===== config.mk =====
export PLATFORM = sky130hd
export DESIGN_NAME = matrix_keypad_scan_to_segments
export DESIGN_NICKNAME = d
export VERILOG_FILES = /design/src/rtl/kpseg_pkg.sv /design/src/rtl/kpseg_scan.sv /design/src/rtl/kpseg_display.sv /design/src/rtl/matrix_keypad_scan_to_segments.sv
export SDC_FILE = /design/constraint.sdc
export NUM_CORES = 1
export LEC_CHECK = 0
export ABC_AREA = 1
export ABC_CLOCK_PERIOD_IN_PS = 7220
export BUFFER_PORTS_ARGS = -buffer_cell sky130_fd_sc_hd__buf_2
export CAP_MARGIN = 20
export CORE_MARGIN = 1.5
export CORE_UTILIZATION = 55
export DETAILED_ROUTE_END_ITERATION = 8
export GPL_TIMING_DRIVEN = 0
export PLACE_DENSITY = 0.76
export SETUP_SLACK_MARGIN = 0.3
export SYNTH_ARGS = -nofsm -noshare
export SYNTH_HDL_FRONTEND = slang
export SYNTH_HIERARCHICAL = 1
export SYNTH_SLANG_ARGS = --single-unit

===== constraint.sdc =====
create_clock -name clk -period 7.22 [get_ports clk]
set_clock_uncertainty 0.05 [all_clocks]
set_input_delay 1.805 -clock clk [delete_from_list [all_inputs] [get_ports clk]]
set_output_delay 1.805 -clock clk [all_outputs]
set_load 0.005 [all_outputs]

===== src/rtl/kpseg_pkg.sv =====
// Shared types and constants for the keypad scanner and segment display latch.
package kpseg_pkg;

  // Widths fixed by the block's register and result fields.
  localparam int TICK_W    = 24;
  localparam int SEG_W     = 8;
  localparam int KEY_IDX_W = 4;
  // Row numbers travel at the width that the largest supported keypad needs.
  localparam int ROW_IDX_W = 3;

  typedef logic [ROW_IDX_W-1:0] row_idx_t;

  // Decode request from the scan sequencer to the display latch.
  typedef struct packed {
    logic     accept;
    row_idx_t row;
  } decode_req_t;

endpackage


===== src/rtl/kpseg_scan.sv =====
// Debounce and row scan sequencer for the keypad scanner.
module kpseg_scan #(
  parameter int ROWS    = 4,
  parameter int COLUMNS = 3
) (
  input  logic                             clk,
  input  logic                             rst,
  input  logic                             step,
  input  logic [COLUMNS-1:0]               cols,
  input  logic [kpseg_pkg::TICK_W-1:0]     debounce_ticks,
  output logic [ROWS-1:0]                  drive_next,
  output kpseg_pkg::decode_req_t           decode,
  output logic [COLUMNS-1:0]               saved_cols
);

  localparam int ROW_W = (ROWS > 1) ? $clog2(ROWS) : 1;

  localparam logic [1:0] PH_IDLE = 2'd0;
  localparam logic [1:0] PH_WAIT = 2'd1;
  localparam logic [1:0] PH_SCAN = 2'd2;

  logic [1:0]                   phase, phase_next;
  logic [COLUMNS-1:0]           prev_cols, saved_cols_next;
  logic [kpseg_pkg::TICK_W-1:0] wait_count, wait_count_next;
  logic [ROW_W-1:0]             probe_row, probe_row_next;
  logic [ROW_W-1:0]             probe_inc;

  assign probe_inc = probe_row + ROW_W'(1);

  always_comb begin
    phase_next      = phase;
    saved_cols_next = saved_cols;
    wait_count_next = wait_count;
    probe_row_next  = probe_row;
    drive_next      = '0;
    decode.accept   = 1'b0;
    decode.row      = kpseg_pkg::row_idx_t'(probe_row);
    unique case (phase)
      PH_WAIT: begin
        if (wait_count != '0) begin
          wait_count_next = wait_count - kpseg_pkg::TICK_W'(1);
        end else if (cols == saved_cols) begin
          phase_next     = PH_SCAN;
          probe_row_next = '0;
          drive_next     = ROWS'(1);
        end else begin
          phase_next = PH_IDLE;
        end
      end
      PH_SCAN: begin
        if (&cols) begin
          // The row driven last tick released every column: that is the key's row.
          decode.accept = 1'b1;
          phase_next    = PH_IDLE;
        end else if (probe_row == ROW_W'(ROWS - 1)) begin
          // No row answered, so fall back to row zero.
          decode.accept = 1'b1;
          decode.row    = '0;
          phase_next    = PH_IDLE;
        end else begin
          probe_row_next = probe_inc;
          drive_next     = ROWS'(1) << probe_inc;
        end
      end
      default: begin
        phase_next = PH_IDLE;
        if (|(prev_cols & ~cols)) begin
          saved_cols_next = cols;
          wait_count_next = debounce_ticks;
          phase_next      = PH_WAIT;
        end
      end
    endcase
  end

  always_ff @(posedge clk) begin
    if (rst) begin
      phase      <= PH_IDLE;
      prev_cols  <= '1;
      saved_cols <= '1;
      wait_count <= '0;
      probe_row  <= '0;
    end else if (step) begin
      phase      <= phase_next;
      prev_cols  <= cols;
      saved_cols <= saved_cols_next;
      wait_count <= wait_count_next;
      probe_row  <= probe_row_next;
    end
  end

endmodule


===== src/rtl/kpseg_display.sv =====
// Key index decode, segment lookup and display latch.
module kpseg_display #(
  parameter int COLUMNS = 3
) (
  input  logic                              clk,
  input  logic                              rst,
  input  logic                              step,
  input  kpseg_pkg::decode_req_t            decode,
  input  logic [COLUMNS-1:0]                saved_cols,
  output logic [kpseg_pkg::SEG_W-1:0]       shown_pattern,
  output logic [kpseg_pkg::KEY_IDX_W-1:0]   shown_key
);

  localparam int KEY_W     = 7;
  localparam int SEG_COUNT = 12;

  localparam logic [kpseg_pkg::SEG_W-1:0] SEG_TABLE [SEG_COUNT] = '{
    8'h06, 8'h5B, 8'h4F,
    8'h66, 8'h6D, 8'h7D,
    8'h07, 8'h7F, 8'h67,
    8'h77, 8'h3F, 8'h7C
  };

  logic [2:0]                    col;
  logic [KEY_W-1:0]              key;
  logic [kpseg_pkg::SEG_W-1:0]   pattern;

  // The pressed column is the lowest one that read low; column zero if none did.
  always_comb begin
    logic found;
    found = 1'b0;
    col   = '0;
    for (int i = 0; i < COLUMNS; i++) begin
      if (!found && !saved_cols[i]) begin
        col   = 3'(i);
        found = 1'b1;
      end
    end
  end

  assign key = KEY_W'(COLUMNS) * KEY_W'(decode.row) + KEY_W'(col);

  always_comb begin
    if (key < KEY_W'(SEG_COUNT)) begin
      pattern = SEG_TABLE[key[3:0]];
    end else begin
      pattern = '0;
    end
  end

  always_ff @(posedge clk) begin
    if (rst) begin
      shown_pattern <= '0;
      shown_key     <= '0;
    end else if (step && decode.accept) begin
      shown_pattern <= pattern;
      shown_key     <= key[kpseg_pkg::KEY_IDX_W-1:0];
    end
  end

endmodule


===== src/rtl/matrix_keypad_scan_to_segments.sv =====
// Keypad scanner top level: input stage, sequencer, display latch and result stage.
// Path: an item is taken into the input register and then moves into the result register;
//   one item per cycle while out_stall is low, since output backpressure holds the input register.
// The scan sequencer advances once per item, so debounce and row timing count items.
// Reset (synchronous, rst high) empties both stages, idles the sequencer, sets the
//   saved column levels to all ones, clears the display latch and loads 600000 ticks.
module matrix_keypad_scan_to_segments #(
  parameter int ROWS    = 4,
  parameter int COLUMNS = 3
) (
  input  logic                              clk,
  input  logic                              rst,
  // Column sample items.
  input  logic                              in_valid,
  output logic                              in_stall,
  input  logic [COLUMNS-1:0]                column_levels,
  // Result items.
  output logic                              out_valid,
  input  logic                              out_stall,
  output logic [ROWS-1:0]                   row_drive,
  output logic [kpseg_pkg::SEG_W-1:0]       segment_pattern,
  output logic [kpseg_pkg::KEY_IDX_W-1:0]   key_index,
  output logic                              key_accepted,
  // Debounce length register write port.
  input  logic                              cfg_valid,
  output logic                              cfg_ready,
  input  logic [kpseg_pkg::TICK_W-1:0]      debounce_ticks
);

  logic [kpseg_pkg::TICK_W-1:0] debounce_reg;

  // Input stage holds one column sample until the sequencer consumes it.
  logic                         stage_valid;
  logic [COLUMNS-1:0]           stage_cols;
  logic                         advance;

  logic [ROWS-1:0]              drive_next;
  kpseg_pkg::decode_req_t       decode;
  logic [COLUMNS-1:0]           saved_cols;

  // The sequencer steps exactly when the staged item moves into the result register,
  // which happens when that register is empty or its item is being taken.
  assign advance   = stage_valid && (!out_valid || !out_stall);
  assign in_stall  = stage_valid && !advance;
  assign cfg_ready = 1'b1;

  always_ff @(posedge clk) begin
    if (rst) begin
      debounce_reg <= kpseg_pkg::TICK_W'(600000);
    end else if (cfg_valid) begin
      debounce_reg <= debounce_ticks;
    end
  end

  always_ff @(posedge clk) begin
    if (rst) begin
      stage_valid <= 1'b0;
    end else if (!in_stall) begin
      stage_valid <= in_valid;
    end
  end

  always_ff @(posedge clk) begin
    if (!in_stall && in_valid) begin
      stage_cols <= column_levels;
    end
  end

  kpseg_scan #(
    .ROWS    (ROWS),
    .COLUMNS (COLUMNS)
  ) u_scan (
    .clk            (clk),
    .rst            (rst),
    .step           (advance),
    .cols           (stage_cols),
    .debounce_ticks (debounce_reg),
    .drive_next     (drive_next),
    .decode         (decode),
    .saved_cols     (saved_cols)
  );

  // The display latch updates on the same edge as the result register, so its
  // contents are the display fields of the result being offered.
  kpseg_display #(
    .COLUMNS (COLUMNS)
  ) u_display (
    .clk           (clk),
    .rst           (rst),
    .step          (advance),
    .decode        (decode),
    .saved_cols    (saved_cols),
    .shown_pattern (segment_pattern),
    .shown_key     (key_index)
  );

  always_ff @(posedge clk) begin
    if (rst) begin
      out_valid <= 1'b0;
    end else if (advance) begin
      out_valid <= 1'b1;
    end else if (!out_stall) begin
      out_valid <= 1'b0;
    end
  end

  always_ff @(posedge clk) begin
    if (advance) begin
      row_drive    <= drive_next;
      key_accepted <= decode.accept;
    end
  end

`ifndef SYNTHESIS
  // A decoded key ends the scan, so no row is driven on that result.
  assert property (@(posedge clk) disable iff (rst)
    out_valid && key_accepted |-> row_drive == '0)
    else $error("row driven on a key decode result");

  // At most one row line is ever probed.
  assert property (@(posedge clk) disable iff (rst)
    out_valid |-> $onehot0(row_drive))
    else $error("more than one row driven");

  // The input side only stalls when a full result stage is itself stalled.
  assert property (@(posedge clk) disable iff (rst)
    in_stall |-> out_valid && out_stall)
    else $error("input stalled without output backpressure");

  // A stalled result stays offered on the next cycle.
  assert property (@(posedge clk) disable iff (rst)
    out_valid && out_stall |=> out_valid)
    else $error("result dropped while stalled");
`endif

endmodule

==> Word-level counts from Yosys, hierarchy flattened <==
Memories as Yosys holds them, arrays and structs flattened.
Cells that the tools add are included.
Widths: inputs -> output; s select.
{ "totals": {"mem_bits_ro": 128, "ram_bits": 0, "out_inout_bits": 20, "regBits": 80, "latch_bits": 0, "inputBits": 32, "n_memories": 1, "elab_cells": 93} }
{ "op_classes": {"add_sub_neg": 3, "n_lt_le_gt_ge": 2, "bitwise_logic": 5, "shifts": 1, "div": 0, "n_eq_ne": 11, "n_mul": 1, "n_mux": 32, "n_reduce_logical": 24} }
{ "memory_table": {"columns": ["memory", "words", "width", "rd", "rd_clocked_by_memory_dff", "wr", "line_no", "text"], "rows": [
  ["(name not given)", 16, 8, 1, 0, 0, "kpseg_display.sv:45", "pattern = SEG_TABLE[key[3:0]];"]
]} }
{ "op_table": {"columns": ["cell", "n"], "rows": [
  ["$mux 24", 2],
  ["$pmux 24 s2", 1],
  ["$mux 8", 3],
  ["$reduce_bool 24->1", 1],
  ["$sub 24x1->24 const B", 1],
  ["$mux 4", 5],
  ["$mux 2", 8],
  ["$reduce_and 3->1", 3],
  ["$mux 1", 8],
  ["$pmux 2 s2", 2],
  ["$pmux 4 s2", 1],
  ["$logic_not 1->1", 7],
  ["$lt 7x4->1 const B", 1],
  ["$add 5x3->6", 1],
  ["$logic_and 1x1->1", 6],
  ["$mux 3", 2],
  ["$ne 2x1->1 const B", 3],
  ["$ne 2x2->1 const B", 3],
  ["$reduce_and 6->1", 1],
  ["$ge 5x5->1 const B", 1],
  ["$mul 2x3->5 const A", 1],
  ["$not 4->5", 1],
  ["$eq 2x2->1 const B", 2],
  ["$reduce_and 4->1", 1],
  ["12 further kinds", 14]
]} }

==> Logic depth before layout (Yosys ltp) <==
{ "logic_depth": {"word_depth": 12, "depth_mapped": 20, "mapped_depth_nobuf": 19} }

==> By module <==
The synthesis kept the hierarchy.
{ "modules_own_cells": {"columns": ["mod", "n_inst", "seq_area_each_um2", "area_each_um2", "cells_per_inst"], "rows": [
  ["kpseg_scan", 1, 680.7, 2638.8, 468],
  ["matrix_keypad_scan_to_segments", 1, 760.7, 1169.9, 126],
  ["kpseg_display", 1, 220.2, 834.6, 121]
]} }

==> Least setup slack after synthesis <==
No wires, ideal clock.
{ "synth_path": {"path_type": "input to output", "startpoint": "in out_stall", "endpoint": "out in_stall", "path_stages": 2, "setup_slack_ns": 3.393, "t_required_ns": 5.365, "path_buffers": 0, "arrival_time_ns": 1.972, "cell_sequence": "nand3_1 > inv_1"} }
{ "synth_between": {"elab_chain_cells": 5} }
{ "synth_rtl": {"columns": ["element", "line_no", "text"], "rows": [
  ["start, declared", "matrix_keypad_scan_to_segments.sv:19", "input logic out_stall,"],
  ["$logic_not 1->1", null, null],
  ["$logic_or 1x1->1", "matrix_keypad_scan_to_segments.sv:43", "assign advance = stage_valid && (!out_valid || !out_stall);"],
  ["$logic_and 1x1->1", "matrix_keypad_scan_to_segments.sv:43", null],
  ["$logic_not 1->1", "matrix_keypad_scan_to_segments.sv:44", "assign in_stall = stage_valid && !advance;"],
  ["$logic_and 1x1->1", "matrix_keypad_scan_to_segments.sv:44", null],
  ["end, declared", "matrix_keypad_scan_to_segments.sv:15", "output logic in_stall,"]
]} }
Every way passes these cells.

==> Worst setup path after layout <==
Same ends and word-level chain as after synthesis.

==> flow_summary.toml <==
[pwr]
power.density_nw_per_um2 = 212.3
switching_share_pct = 36.50
peakVddDrop_uv = 132.5
p_switching_mw = 0.4035
combPwrFrac_pct = 27.2
leakagePower_nw = 2.752
p_int_mw = 0.7019
p_seq_share_pct = 44.7
p_clk_share_pct = 28.1

[die]
io_pins = 52
start_util_pct = 56.51
die_area_um2 = 9002
chipWidth_um = 94.88
fp.dieH_um = 94.88
core-area_um2 = 8217
rows = 33

[cts]
cts_resized = 0
cts-root-buf = "clkbuf_8"
holdBufCountCts = 0
cts.path.max_buffers = 2
clock_latency_ns = 0.37
cts_setup_buffers = 0
htreeDepth = 3
clkSinkCount = 79
clkTransAtPathRegs_ns = 0.08
cts_buffers = 9
cts_tree = "built"

[drt]
drt-initial-drc-count = 290
wl_per_cell_um = 12.49
routed_wl_mm = 11.06
num_vias = 4586
drc = 0
ant_nets = 0
drt-vias-per-instance = 5.176
first_pass_iters = 5

[timing]
slew_headroom_pct = 63.27
period_minus_slack_ns = 4.046
slew_violations = 0
hold_violations = 0
timing.fmax_ghz = 0.2472
setup_viol = 0
worst_pin_slew_ns = 0.5509
fin_tns_setup_ns = 0
hold-worst-slack_ns = 0.4192
fin_crit_sh_pct = 56.04
rsz0062_at_grt = "no"

[final_layout]
antenna_cells = 0
final_common_cell = "nand2_1"
fillers = 789
multi_input_area_um2 = 2551
final_cells = 886
seq_area_um2 = 1662
layout_common_cells = "nand2_1, nor2_1, dfxtp_1"
finalNetCount = 831
stdcell_area_um2 = 5207
drive_gt1_share_pct = 13.44
area_growth_pct = 12.15
final_util_pct = 63.38

[grt]
grtUsageTotal_pct = 26.13
grt-ovfl-total = 0
antenna_found_initial = 0
grt_max_degree = 16
grt_pass1_vias = 4076
grt_pass1_wl_mm = 18.40

[placement]
post-dp-hpwl_mm = 8.331
port_buffers = 49
dpl_cell_area_um2 = 5020
place_congestion = 0.8904
dpl.cell_count = 869

[synth]
synth_top_area_share_pct = 30.61
synth_area_leader_cell = "dfxtp_1"
seq_area_frac_synth_pct = 35.79
synth-seq-cells = 79
synth_area_um2 = 4643
yosysUniqueCellTypes = 36
syn_nets = 770
postSynthAreaPerCell_um2 = 6.494
synth_area_leaders = "dfxtp_1, nand2_1, nor2_1"
synthCells = 715
yosys_warnings = 6

[worst_setup_path]
startpoint_type = "primary input"
rr_worst_depth = 18
startpoint = "out_stall"
crit_type = "primary input to primary output"
worstPathArrival_ns = 2.19
critPathRequiredTime_ns = 5.37
cp-end-kind = "primary output"
reg2reg_from = "u_scan/phase[0]"
cp_max_fo = 3

[min_path]
hold_class = "flop to flop"
hold_depth = 2
min-delay-start = "u_display/shown_pattern[0]"

[run_status]
run_status = "completed"

[run]
drv_cap = 0
[through the flow]
step	setup slack (ns)	total power, mW
after floorplan	3.393	0.7238
after global placement	2.990	0.7889
after detailed placement	2.966	0.7980
after CTS	3.167	1.106
after global routing	3.146	1.177
final	3.174	1.105
[power groups by stage]
stage | sequential [mW] | combinational [mW] | clock, mW
final | 0.494 | 0.301 | 0.310
after global routing | 0.498 | 0.344 | 0.336
after CTS | 0.493 | 0.296 | 0.317
after detailed placement | 0.504 | 0.294 | 0
after global placement | 0.502 | 0.286 | 0
after floorplan | 0.497 | 0.227 | 0
[per-layer routing]
metal,GRT usage (%),vias to the layer above,share of wire (%),wire (um)
met5,0,-,0,0
met4,9.701,0,1.8,196
met3,4.589,22,6.2,690
met2,40.71,139,44,4909
met1,35.98,2071,48,5265
li1,-,2354,-,-
[final cells by class]
| class | count | share of cell area, % |
|---|---|---|
| plain buffers | 25 | 3.148 |
| clock buffers | 9 | 2.379 |
| clock inverters | 7 | 1.081 |
| inverters | 71 | 5.118 |
| multi-input cells | 540 | 48.99 |
| flip-flops and latches | 79 | 31.91 |
| well taps | 105 | 2.523 |
| repair buffers | 50 | 4.853 |
[path summary, 6_finish.rpt]
| kind | to | slack, ns |
|---|---|---|
| hold reg to reg | u_display/shown_pattern[0] | 0.42 |
| setup reg to reg | u_display/shown_pattern[6] | 3.60 |
| setup / recovery | in_stall | 3.17 |
| hold / removal | u_display/shown_pattern[0] | 0.42 |
[kinds of logic (layout without fill, tap and decap cells)]
| family | Yosys count | after routing | synth area share (%) |
|---|---|---|---|
| flops | 79 | 79 | 35.79 |
| buf+inv | 96 | 162 | 9.269 |
| simple gates | 454 | 454 | 41.12 |
| xor+xnor | 3 | 3 | 0.5660 |
| fa+ha+maj | 23 | 23 | 6.521 |
| other cells | 3 | 3 | 0.2425 |
| compound gates | 57 | 57 | 6.494 |
[critical path, cell delays in order]
cell and delay (ns):
buf_2 0.11, nand3_1 0.11, inv_1 0.04, buf_2 0.12
[synthesized netlist by cell type (all sizes together)]
| cell | number |
|---|---|
| or2 | 1 |
| nand3 | 65 |
| a211oi | 3 |
| a21oi | 20 |
| dfxtp | 71 |
| buf | 20 |
| nor4 | 1 |
| and3 | 2 |
| clkbuf | 5 |
| inv | 71 |
| nor2 | 158 |
| xnor2 | 1 |
| conb | 3 |
| edfxtp | 8 |
| o21ai | 30 |
| a31oi | 1 |
| and2 | 1 |
| xor2 | 2 |
| ha | 21 |
| nand2 | 216 |
| nor3b | 1 |
| nand3b | 3 |
| nor3 | 1 |
| o211ai | 3 |
| fa | 2 |
| nand4 | 5 |
(Power assumes the default switching activity.)
